[src/rtl/core/pdi_pkg.sv]
// shared types and constants for the path distance interpolator
package pdi_pkg;
  localparam int COORD_W = 32;
  localparam int IDX_W = 10;
  localparam int OUTC_W = 3;
  localparam int LEN_W = 11;

  typedef enum logic [OUTC_W-1:0] {
    OUTC_EMPTY  = 3'd0,
    OUTC_SINGLE = 3'd1,
    OUTC_NAN    = 3'd2,
    OUTC_BEFORE = 3'd3,
    OUTC_PAST   = 3'd4,
    OUTC_INTERP = 3'd5
  } outcome_t;

  localparam logic REQ_LOAD = 1'b0;
  localparam logic REQ_QUERY = 1'b1;

  typedef struct packed {
    logic signed [COORD_W-1:0] d;
    logic signed [COORD_W-1:0] x;
    logic signed [COORD_W-1:0] y;
    logic signed [COORD_W-1:0] z;
  } waypoint_t;

  function automatic logic signed [COORD_W-1:0] sat32(input logic signed [COORD_W+1:0] v);
    if (v > $signed({3'b000, {(COORD_W-1){1'b1}}})) begin
      sat32 = {1'b0, {(COORD_W-1){1'b1}}};
    end else if (v < $signed({3'b111, {(COORD_W-1){1'b0}}})) begin
      sat32 = {1'b1, {(COORD_W-1){1'b0}}};
    end else begin
      sat32 = v[COORD_W-1:0];
    end
  endfunction
endpackage

[src/rtl/core/pdi_divider.sv]
// restoring divider, one quotient bit per cycle, quotient saturated to 17 bits
module pdi_divider
  import pdi_pkg::*;
(
  input  logic              clk,
  input  logic              rst,
  input  logic              start,
  input  logic [COORD_W:0]  num,
  input  logic [COORD_W:0]  den,
  output logic              done,
  output logic [16:0]       quot
);
  localparam int NB = COORD_W + 17;
  localparam int CW = $clog2(NB + 1);
  logic [NB-1:0] dividend;
  logic [COORD_W+1:0] rem;
  logic [COORD_W:0] dsr;
  logic [NB-1:0] q;
  logic [CW-1:0] cnt;
  logic busy;
  logic [COORD_W+1:0] trial;

  assign trial = {rem[COORD_W:0], dividend[NB-1]} - {1'b0, dsr};

  always_ff @(posedge clk) begin
    if (rst) begin
      busy <= 1'b0;
      done <= 1'b0;
    end else begin
      done <= 1'b0;
      if (start) begin
        busy <= 1'b1;
        cnt <= CW'(NB);
        dividend <= {num, 16'd0};
        rem <= '0;
        dsr <= den;
        q <= '0;
      end else if (busy) begin
        dividend <= {dividend[NB-2:0], 1'b0};
        if (!trial[COORD_W+1]) begin
          rem <= trial;
          q <= {q[NB-2:0], 1'b1};
        end else begin
          rem <= {rem[COORD_W:0], dividend[NB-1]};
          q <= {q[NB-2:0], 1'b0};
        end
        cnt <= cnt - 1'b1;
        if (cnt == CW'(1)) begin
          busy <= 1'b0;
          done <= 1'b1;
        end
      end
    end
  end

  // clamp to 1.0 in q1.16
  assign quot = (|q[NB-1:17] || q[16]) ? 17'h10000 : q[16:0];
endmodule

[config.mk]
export PLATFORM = sky130hd
export DESIGN_NAME = pdi_divider
export DESIGN_NICKNAME = d
export VERILOG_FILES = /design/src/rtl/core/pdi_pkg.sv /design/src/rtl/core/pdi_divider.sv
export SDC_FILE = /design/constraint.sdc
export NUM_CORES = 1
export LEC_CHECK = 0
export ABC_AREA = 1
export BUFFER_PORTS_ARGS = -buffer_cell sky130_fd_sc_hd__buf_4
export CAP_MARGIN = 20
export CORE_UTILIZATION = 65
export CTS_BUF_LIST = sky130_fd_sc_hd__clkbuf_8 sky130_fd_sc_hd__clkbuf_16
export DETAILED_ROUTE_END_ITERATION = 10
export GPL_TIMING_DRIVEN = 0
export PLACE_DENSITY_LB_ADDON = 0.25
export SLEW_MARGIN = 5
export SYNTH_ARGS = -nofsm -noshare
export SYNTH_HDL_FRONTEND = slang
export SYNTH_SLANG_ARGS = --single-unit
export TNS_END_PERCENT = 10
[constraint.sdc]
create_clock -name clk -period 22.3 [get_ports clk]
set_input_delay 3.345 -clock clk [delete_from_list [all_inputs] [get_ports clk]]
set_output_delay 3.345 -clock clk [all_outputs]
set_load 0.005 [all_outputs]
# == Word-level counts from Yosys, hierarchy flattened ==
# Cells that the tools add are included.
# classes
add_sub_neg,2
eq_ne,1
n_mux,12
n_bitwise,2
n_reduce_logical,6
# ops
op,n
$mux W49,3
$mux W33,2
$sub A34 B33 Y34,1
$reduce_or A32 Y1,1
$mux W17,1
$eq A6 B1 Y1 const B,1
$mux W6,1
$sub A6 B1 Y6 const B,1
$mux W1,5
$reduce_and A2 Y1,2
$reduce_or A3 Y1,1
$not A1 Y1,2
$reduce_bool A2 Y1,1
$logic_or A1 B1 Y1,1
# totals
regBits,171
output_inout_bits,18
word_cells,31

# == Depth between registers and ports, before layout ==
# Gate-level depths: netlist of the first run.
# logic_depth
ltp_word,4
ltp_mapped,18

# == Worst setup path before layout of the first run ==
# Ideal clock, no wire load.
# synth_timing
path_kind,input -> register
start,input port start
end,register cnt[0] (enable)
setup_ps,644
arrival_time_ps,9709
required_ps,21656
slack_ps,11947
path_stages,4
n_path_buf,2
path_cell_list,clkbuf_1 -> clkinv_1 -> clkbuf_1 -> a21oi_1
# synth_via
elab_chain_cells,2
# synth_lines
element,line,source
from (decl),pdi_divider.sv:7,"input logic start,"
$reduce_bool A2 Y1 (no line),n/a,
$reduce_and A2 Y1 (no line),n/a,
to (signal assigned),pdi_divider.sv:33,cnt <= CW'(NB);
to (signal assigned),pdi_divider.sv:47,cnt <= cnt - 1'b1;
to (decl),pdi_divider.sv:19,logic [CW-1:0] cnt;
# No other way between the ends.
# A chain may end at the register's enable or synchronous reset.

# == Final worst setup path of the first run ==
# layout_timing
start,register q[42]
end,output port quot[9]
# layout_via
elab_chain_cells,3
# layout_lines
element,line,source
from (decl),pdi_divider.sv:18,logic [NB-1:0] q;
from (signal assigned),pdi_divider.sv:42,"q <= {q[NB-2:0], 1'b1};"
from (signal assigned),pdi_divider.sv:45,"q <= {q[NB-2:0], 1'b0};"
$reduce_or A32 Y1,pdi_divider.sv:57,assign quot = (|q[NB-1:17] || q[16]) ? 17'h10000 : q[16:0];
$logic_or A1 B1 Y1,pdi_divider.sv:57,
$mux W17,pdi_divider.sv:57,
to (decl),pdi_divider.sv:11,output logic [16:0] quot
# No other way between the ends.

==> results.py, run 1 <==
metrics = {
    "status": {
        "outcome": "completed",
    },
    "floorplan": {
        "io_pins": 87,
        "die_h_um": 121,
        "rows": 43,
        "fp.dieW_um": 121,
        "start_util_pct": 66.6,
        "dieArea_sq_um": 14700,
        "coreArea_sq_um": 13900,
    },
    "power_and_ir_drop": {
        "finalPower_mw": 0.826,
        "p_clk_share_pct": 32.7,
        "peakVddDrop_v": 0.0000665,
        "leakage_nw": 5.48,
        "intPower_mw": 0.564,
        "switching_share_pct": 31.6,
        "power.density_nw_per_um2": 76.3,
        "p_comb_share_pct": 23.8,
        "switching_power_mw": 0.261,
        "pwr-share-seq_pct": 43.5,
    },
    "yosys": {
        "ys_warn_count": 0,
        "syn_inst": 1166,
        "ys_seq_elements": 156,
        "synth_top_cell_by_area": "edfxtp_1",
        "synth_area_sq_um": 9250,
        "synthDominantCellAreaShare_pct": 50.0,
        "synth_nets": 1271,
        "postSynthAreaPerCell_sq_um": 7.93,
        "yosys.cell_types.count": 34,
        "ys_top_cells_by_area": "edfxtp_1 50%, nand2_1 16%, inv_1 9.2%, nor2_1 6.3%, ha_1 4.7%",
        "ys_seq_area_share_pct": 50.4,
    },
    "placed_design": {
        "portBuffers": 85,
        "dp_hpwl_mm": 15.5,
        "place_area_sq_um": 10300,
        "post-place-ws_ns": 16.20,
        "place_inst": 1437,
        "gp_congestion": 0.995,
    },
    "sta": {
        "setup_tns_ns": 0,
        "timing.final.crit_period_ns": 5.81,
        "rsz0062_at_grt": "no",
        "fin_crit_sh_pct": 26.0,
        "hold_viol": 0,
        "finalSetupViolations": 0,
        "skew_ns": 0.0107,
        "fmax_mhz": 172,
        "setup_ws_ns": 16.49,
        "worst_pin_slew_ns": 0.774,
        "slew_headroom_pct": 48.3,
        "drv_slew": 0,
    },
    "min_path": {
        "hold_depth": 2,
        "worst_hold_path_type": "reg2reg",
        "holdCritStartpoint": "dividend[34]",
        "min_to": "dividend[35]",
    },
    "detailed_routing": {
        "dr.pass1.iters": 7,
        "drt-initial-drc-count": 658,
        "drc": 0,
        "via_per_inst": 5.26,
        "drtAntennaViolNets": 0,
        "vias": 7727,
        "wirelength_mm": 21.7,
        "wl_per_cell_um": 14.8,
    },
    "cts": {
        "cts_tree": "yes",
        "clk_latency_ns": 0.44,
        "cts.sink_count": 156,
        "numCtsBuffers": 17,
        "clockBufferDepth": 2,
        "ctsRootBufferMaster": "clkbuf_16",
        "cts_hold_buf": 0,
        "path_clk_slew_ns": 0.07,
        "h-tree-depth": 4,
        "postCtsSetupRepairBufs": 0,
        "ctsResizeCount": 0,
    },
    "critical_path": {
        "rrSetupSlack_ns": 19.66,
        "start_kind": "register",
        "path_class": "reg2out",
        "reg2reg_to": "rem[29]",
        "required_ns": 18.95,
        "end_kind": "output port",
        "critPathArrivalTime_ns": 2.46,
        "r2r-start": "rem[28]",
        "ff2ff_path_depth": 11,
        "cp_max_fo": 10,
    },
    "grt": {
        "grt_pass1_wl_mm": 35.2,
        "antenna_found_initial": 0,
        "track_usage_pct": 31.6,
        "grt_max_degree": 30,
        "first_global_vias": 7482,
        "grt_overflow_total": 0,
    },
    "cells_and_area": {
        "final_cell_mix": "385 x nand2_1, 226 x inv_1, 155 x nor2_1",
        "num_antenna_cells": 0,
        "syn2layout_area_growth_pct": 17.0,
        "mostFrequentLayoutCell": "nand2_1",
        "final_layout_size_suffix_gt1_share_pct": 13.2,
        "nets": 1381,
        "finalInstanceArea_sq_um": 10800,
        "stdcell_count": 1468,
    },
    "run": {
        "max_cap_viol_count": 0,
    },
}
-- layer usage --
| metal | routed length [um] | up-vias | GRT usage [%] |
|---|---|---|---|
| met5 | 0 | - | 0 |
| met4 | 715 | 0 | 15.3 |
| met3 | 1330 | 60 | 6.67 |
| met2 | 10800 | 312 | 53.3 |
| met1 | 8900 | 3533 | 38.5 |
| li1 | - | 3822 | - |
-- registers in the layout, indices dropped and copies added (netlist names) --
name and flops:
busy 1, cnt 6, dividend 33, done 1, dsr 33, q 49, rem 33
-- final cells by class --
| cell class | instances | area [sq um] |
|---|---|---|
| clock inverter | 14 | 111 |
| buffer | 25 | 135 |
| inverter | 232 | 871 |
| multi-input combinational | 753 | 3600 |
| fill | 980 | 3060 |
| clock buffer | 17 | 425 |
| tap | 180 | 225 |
| timing repair buffer | 91 | 796 |
| sequential | 156 | 4660 |
-- synthesized netlist by cell type --
library cell	instances
buf_4	2
xor2_1	17
nand4_1	7
nand2_2	2
nand2_4	7
o21ai_1	1
edfxtp_1	154
dfxtp_1	2
buf_1	3
a21oi_1	26
o21bai_1	2
ha_1	35
buf_8	1
and2_1	5
inv_1	226
inv_2	3
nand3_1	57
o21a_1	1
o21ai_0	2
clkbuf_1	13
nor2_1	156
fa_1	1
or2_2	2
buf_2	5
a21o_1	1
nand2_1	385
nor2_2	22
nand3_2	3
nand3b_1	7
buf_12	1
clkinv_1	3
nor4_1	8
and3_1	1
nor3_1	5
-- how the worst max path moves through the flow --
stage	startpoint	endpoint	slack [ns]	cells past startpoint
2_1_floorplan	start	cnt[0]	11.95	4
3_3_place_gp	start	rem[24]	9.06	4
4_1_cts	q[42]	quot[9]	16.58	7
3_5_place_dp	start	rem[24]	16.20	7
5_1_grt	q[42]	quot[9]	16.35	7
6_report	q[42]	quot[9]	16.49	7
-- power by group through the flow --
stage | Sequential, mW | Combinational, mW | Clock (mW)
after floorplan | 0.365 | 0.138 | 0
after global placement | 0.369 | 0.182 | 0
after detailed placement | 0.365 | 0.192 | 0
after CTS | 0.359 | 0.195 | 0.270
after global routing | 0.361 | 0.219 | 0.280
final | 0.359 | 0.196 | 0.270
-- critical path, cell delays in order, from the launching register on --
cell and delay [ns]:
edfxtp_1 0.39, nor4_1 0.47, nand4_1 0.14, nor4_1 0.20
nand2_1 0.25, clkbuf_1 0.28, nor2_1 0.17, buf_4 0.14
-- logic make-up (layout without fill, tap and decap cells) --
logic type,Yosys count,count (layout),synth area share (%)
AOI/OAI and AO/OA,33,33,1.89
xor gates and xnor gates,17,17,1.61
adders and majority gates,36,36,4.95
buffers and inverters,257,379,10.9
DFF,156,156,50.4
and+or+nand+nor,667,667,30.2
-- per-stage QoR --
step | util, % | hold slack, ns
CTS | 78.0 | 0.517
global placement | 72.9 | 0.454
finish | 78.0 | 0.512
global route | 78.0 | 0.537
floorplan | - | 0.421
detailed placement | 74.1 | 0.502
(Power assumes the default switching activity.)
==> run 2, diff against run 1 <==
--- a/config.mk
+++ b/config.mk
@@ -5,10 +5,10 @@
 export SDC_FILE = /design/constraint.sdc
 export NUM_CORES = 1
 export LEC_CHECK = 0
-export ABC_AREA = 1
+export ABC_AREA = 0
 export BUFFER_PORTS_ARGS = -buffer_cell sky130_fd_sc_hd__buf_4
 export CAP_MARGIN = 20
-export CORE_UTILIZATION = 65
+export CORE_UTILIZATION = 54
 export CTS_BUF_LIST = sky130_fd_sc_hd__clkbuf_8 sky130_fd_sc_hd__clkbuf_16
 export DETAILED_ROUTE_END_ITERATION = 10
 export GPL_TIMING_DRIVEN = 0
==> constraint.sdc (replaced) <==
create_clock -name clk -period 4.82 [get_ports clk]
set_input_delay 0.723 -clock clk [delete_from_list [all_inputs] [get_ports clk]]
set_output_delay 0.723 -clock clk [all_outputs]
set_load 0.005 [all_outputs]
==> run 2 against run 1 <==
  * Synthesized area fell by 11%
  * Sequential power grew to 4.6 times the previous value
  * Worst hold slack lost 0.047 ns
==> results.py, run 2 <==
metrics = {
    "cells_and_area": {
        "finalInstanceArea_sq_um": 9740,
        "final_cell_mix": "154 x edfxtp_1, 88 x buf_4, 58 x nor2_1",
        "num_antenna_cells": 0,
        "fill_cells": 1089,
        "nets": 895,
        "postLayoutCoreUtil_pct": 66.5,
        "multiInputGateArea_sq_um": 3250,
        "final_layout_size_suffix_gt1_share_pct": 20.5,
        "stdcell_count": 987,
        "regArea_sq_um": 4660,
        "largest_reg_flops": 49,
        "mostFrequentLayoutCell": "edfxtp_1",
        "top_register": "q",
        "syn2layout_area_growth_pct": 19.0,
    },
    "cts": {
        "clk_latency_ns": 0.43,
        "clockBufferDepth": 2,
        "path_clk_slew_ns": 0.07,
        "postCtsSetupRepairBufs": 0,
        "ctsRootBufferMaster": "clkbuf_16",
        "cts_hold_buf": 0,
        "cts_tree": "yes",
        "h-tree-depth": 4,
        "numCtsBuffers": 17,
        "ctsResizeCount": 0,
        "cts.sink_count": 156,
    },
    "power_and_ir_drop": {
        "leakage_nw": 3.94,
        "peakVddDrop_v": 0.000258,
        "power.density_nw_per_um2": 374,
    },
    "yosys": {
        "ys_warn_count": 0,
        "postSynthAreaPerCell_sq_um": 12.0,
        "synth_top_cell_by_area": "edfxtp_1",
        "synthDominantCellAreaShare_pct": 56.5,
        "ys_top_cells_by_area": "edfxtp_1 56%, ha_1 5.3%, mux2_2 4.5%, nor2b_1 4.1%, mux2i_1 3.5%",
        "syn_inst": 682,
        "yosys_most_used_dff": "edfxtp_1",
        "synth_most_common_cell": "edfxtp_1",
        "ys_seq_elements": 156,
        "synth_nets": 787,
        "yosys.cell_types.count": 54,
        "synth_area_sq_um": 8190,
        "synthArstFlopShare_pct": 0,
        "yosys-top-cells-count": "154 x edfxtp_1, 60 x nor2_1, 54 x nor2b_1, 46 x inv_1, 36 x a21oi_1",
        "synth-edff-count": 154,
        "ys_seq_area_share_pct": 57.0,
    },
    "sta": {
        "fin_crit_sh_pct": 74.2,
        "holdWs_ns": 0.465,
        "hold_viol": 0,
        "worst_pin_slew_ns": 0.719,
        "rsz0062_at_grt": "no",
        "slew_headroom_pct": 52.0,
        "fmax_mhz": 280,
        "timing.final.crit_period_ns": 3.58,
        "skew_ns": 0.0183,
        "finalSetupViolations": 0,
        "drv_slew": 0,
    },
    "floorplan": {
        "die_h_um": 125,
        "start_util_pct": 55.9,
        "fp.dieW_um": 125,
        "rows": 44,
        "coreArea_sq_um": 14600,
        "io_pins": 87,
        "dieArea_sq_um": 15700,
    },
    "critical_path": {
        "start_kind": "register",
        "end_kind": "register",
        "cp_max_fo": 10,
        "critPathArrivalTime_ns": 3.74,
        "required_ns": 4.98,
        "path_class": "reg2reg",
    },
    "detailed_routing": {
        "wl_per_cell_um": 16.4,
        "wirelength_mm": 16.2,
        "drt-initial-drc-count": 329,
        "dr.pass1.iters": 6,
        "via_per_inst": 5.56,
        "vias": 5488,
        "drc": 0,
        "drtAntennaViolNets": 0,
    },
    "grt": {
        "track_usage_pct": 22.0,
        "grt_max_degree": 36,
        "grt_pass1_wl_mm": 26.8,
        "first_global_vias": 5496,
        "grt_overflow_total": 0,
        "antenna_found_initial": 0,
    },
    "placed_design": {
        "dp_hpwl_mm": 11.7,
        "portBuffers": 85,
        "place_inst": 955,
        "place_area_sq_um": 9160,
        "gp_congestion": 0.867,
    },
    "run": {
        "max_cap_viol_count": 0,
    },
    "min_path": {
        "worst_hold_path_type": "in2reg",
    },
    "status": {
        "outcome": "completed",
    },
}
==> run 2: kinds of logic after synthesis <==
group / share of synthesized area [%]
fa+ha+maj: 5.59
buf+inv: 3.45
simple gates: 14.3
xor+xnor: 2.78
compound gates: 8.79
flops: 57.0
mux: 8.09
==> run 2: final timing paths <==
path	start	to	slack, ns	depth (start not counted)
max	rem[5]	rem[26]	1.24	12
min	den[12]	dsr[12]	0.46	1
max reg2reg	rem[5]	rem[26]	1.24	12
min reg2reg	busy	done	0.50	1
==> run 2: power breakdown <==
| group | switching, mW | total [mW] | internal [mW] |
|---|---|---|---|
| registers | 0.0412 | 1.65 | 1.61 |
| logic | 0.370 | 0.675 | 0.305 |
| clock network | 0.587 | 1.32 | 0.731 |
| total | 0.998 | 3.65 | 2.65 |
==> run 2: metrics by stage <==
stage | setup WS, ns | power, mW | TNS, ns
after CTS | 1.26 | 3.68 | 0
after detailed placement | 1.32 | 2.35 | 0
after global placement | -0.0127 | 2.32 | -0.780
after floorplan | 1.14 | 2.17 | 0
after global routing | 1.02 | 3.81 | 0
final | 1.24 | 3.65 | 0
==> run 2: routing by layer <==
layer	vias to the layer above	track usage, %	share of wire, %
met5	-	0	0
met4	0	6.81	1.0
met3	14	5.26	3.4
met2	104	36.2	50
met1	2653	28.8	46
li1	2717	-	-
==> run 2: cell type report <==
type	count	area share, %
Sequential cell	156	47.9
Multi-Input combinational cell	456	33.4
Timing Repair Buffer	89	7.45
Clock buffer	17	4.37
Tap cell	184	2.36
Inverter	46	1.77
Clock inverter	15	1.62
Buffer	24	1.13
==> run 2: worst max-delay path, cell delays in order (launching register included) <==
cell      delay [ns]
edfxtp_1        0.39
ha_1            0.41
o21a_1          0.17
o211ai_1        0.11
a211o_1         0.35
a21o_1          0.22
a311oi_1        0.33
nor2_1          0.17
o311ai_2        0.39
buf_6           0.23
buf_4           0.24
mux2i_1         0.24
nor2_1          0.05
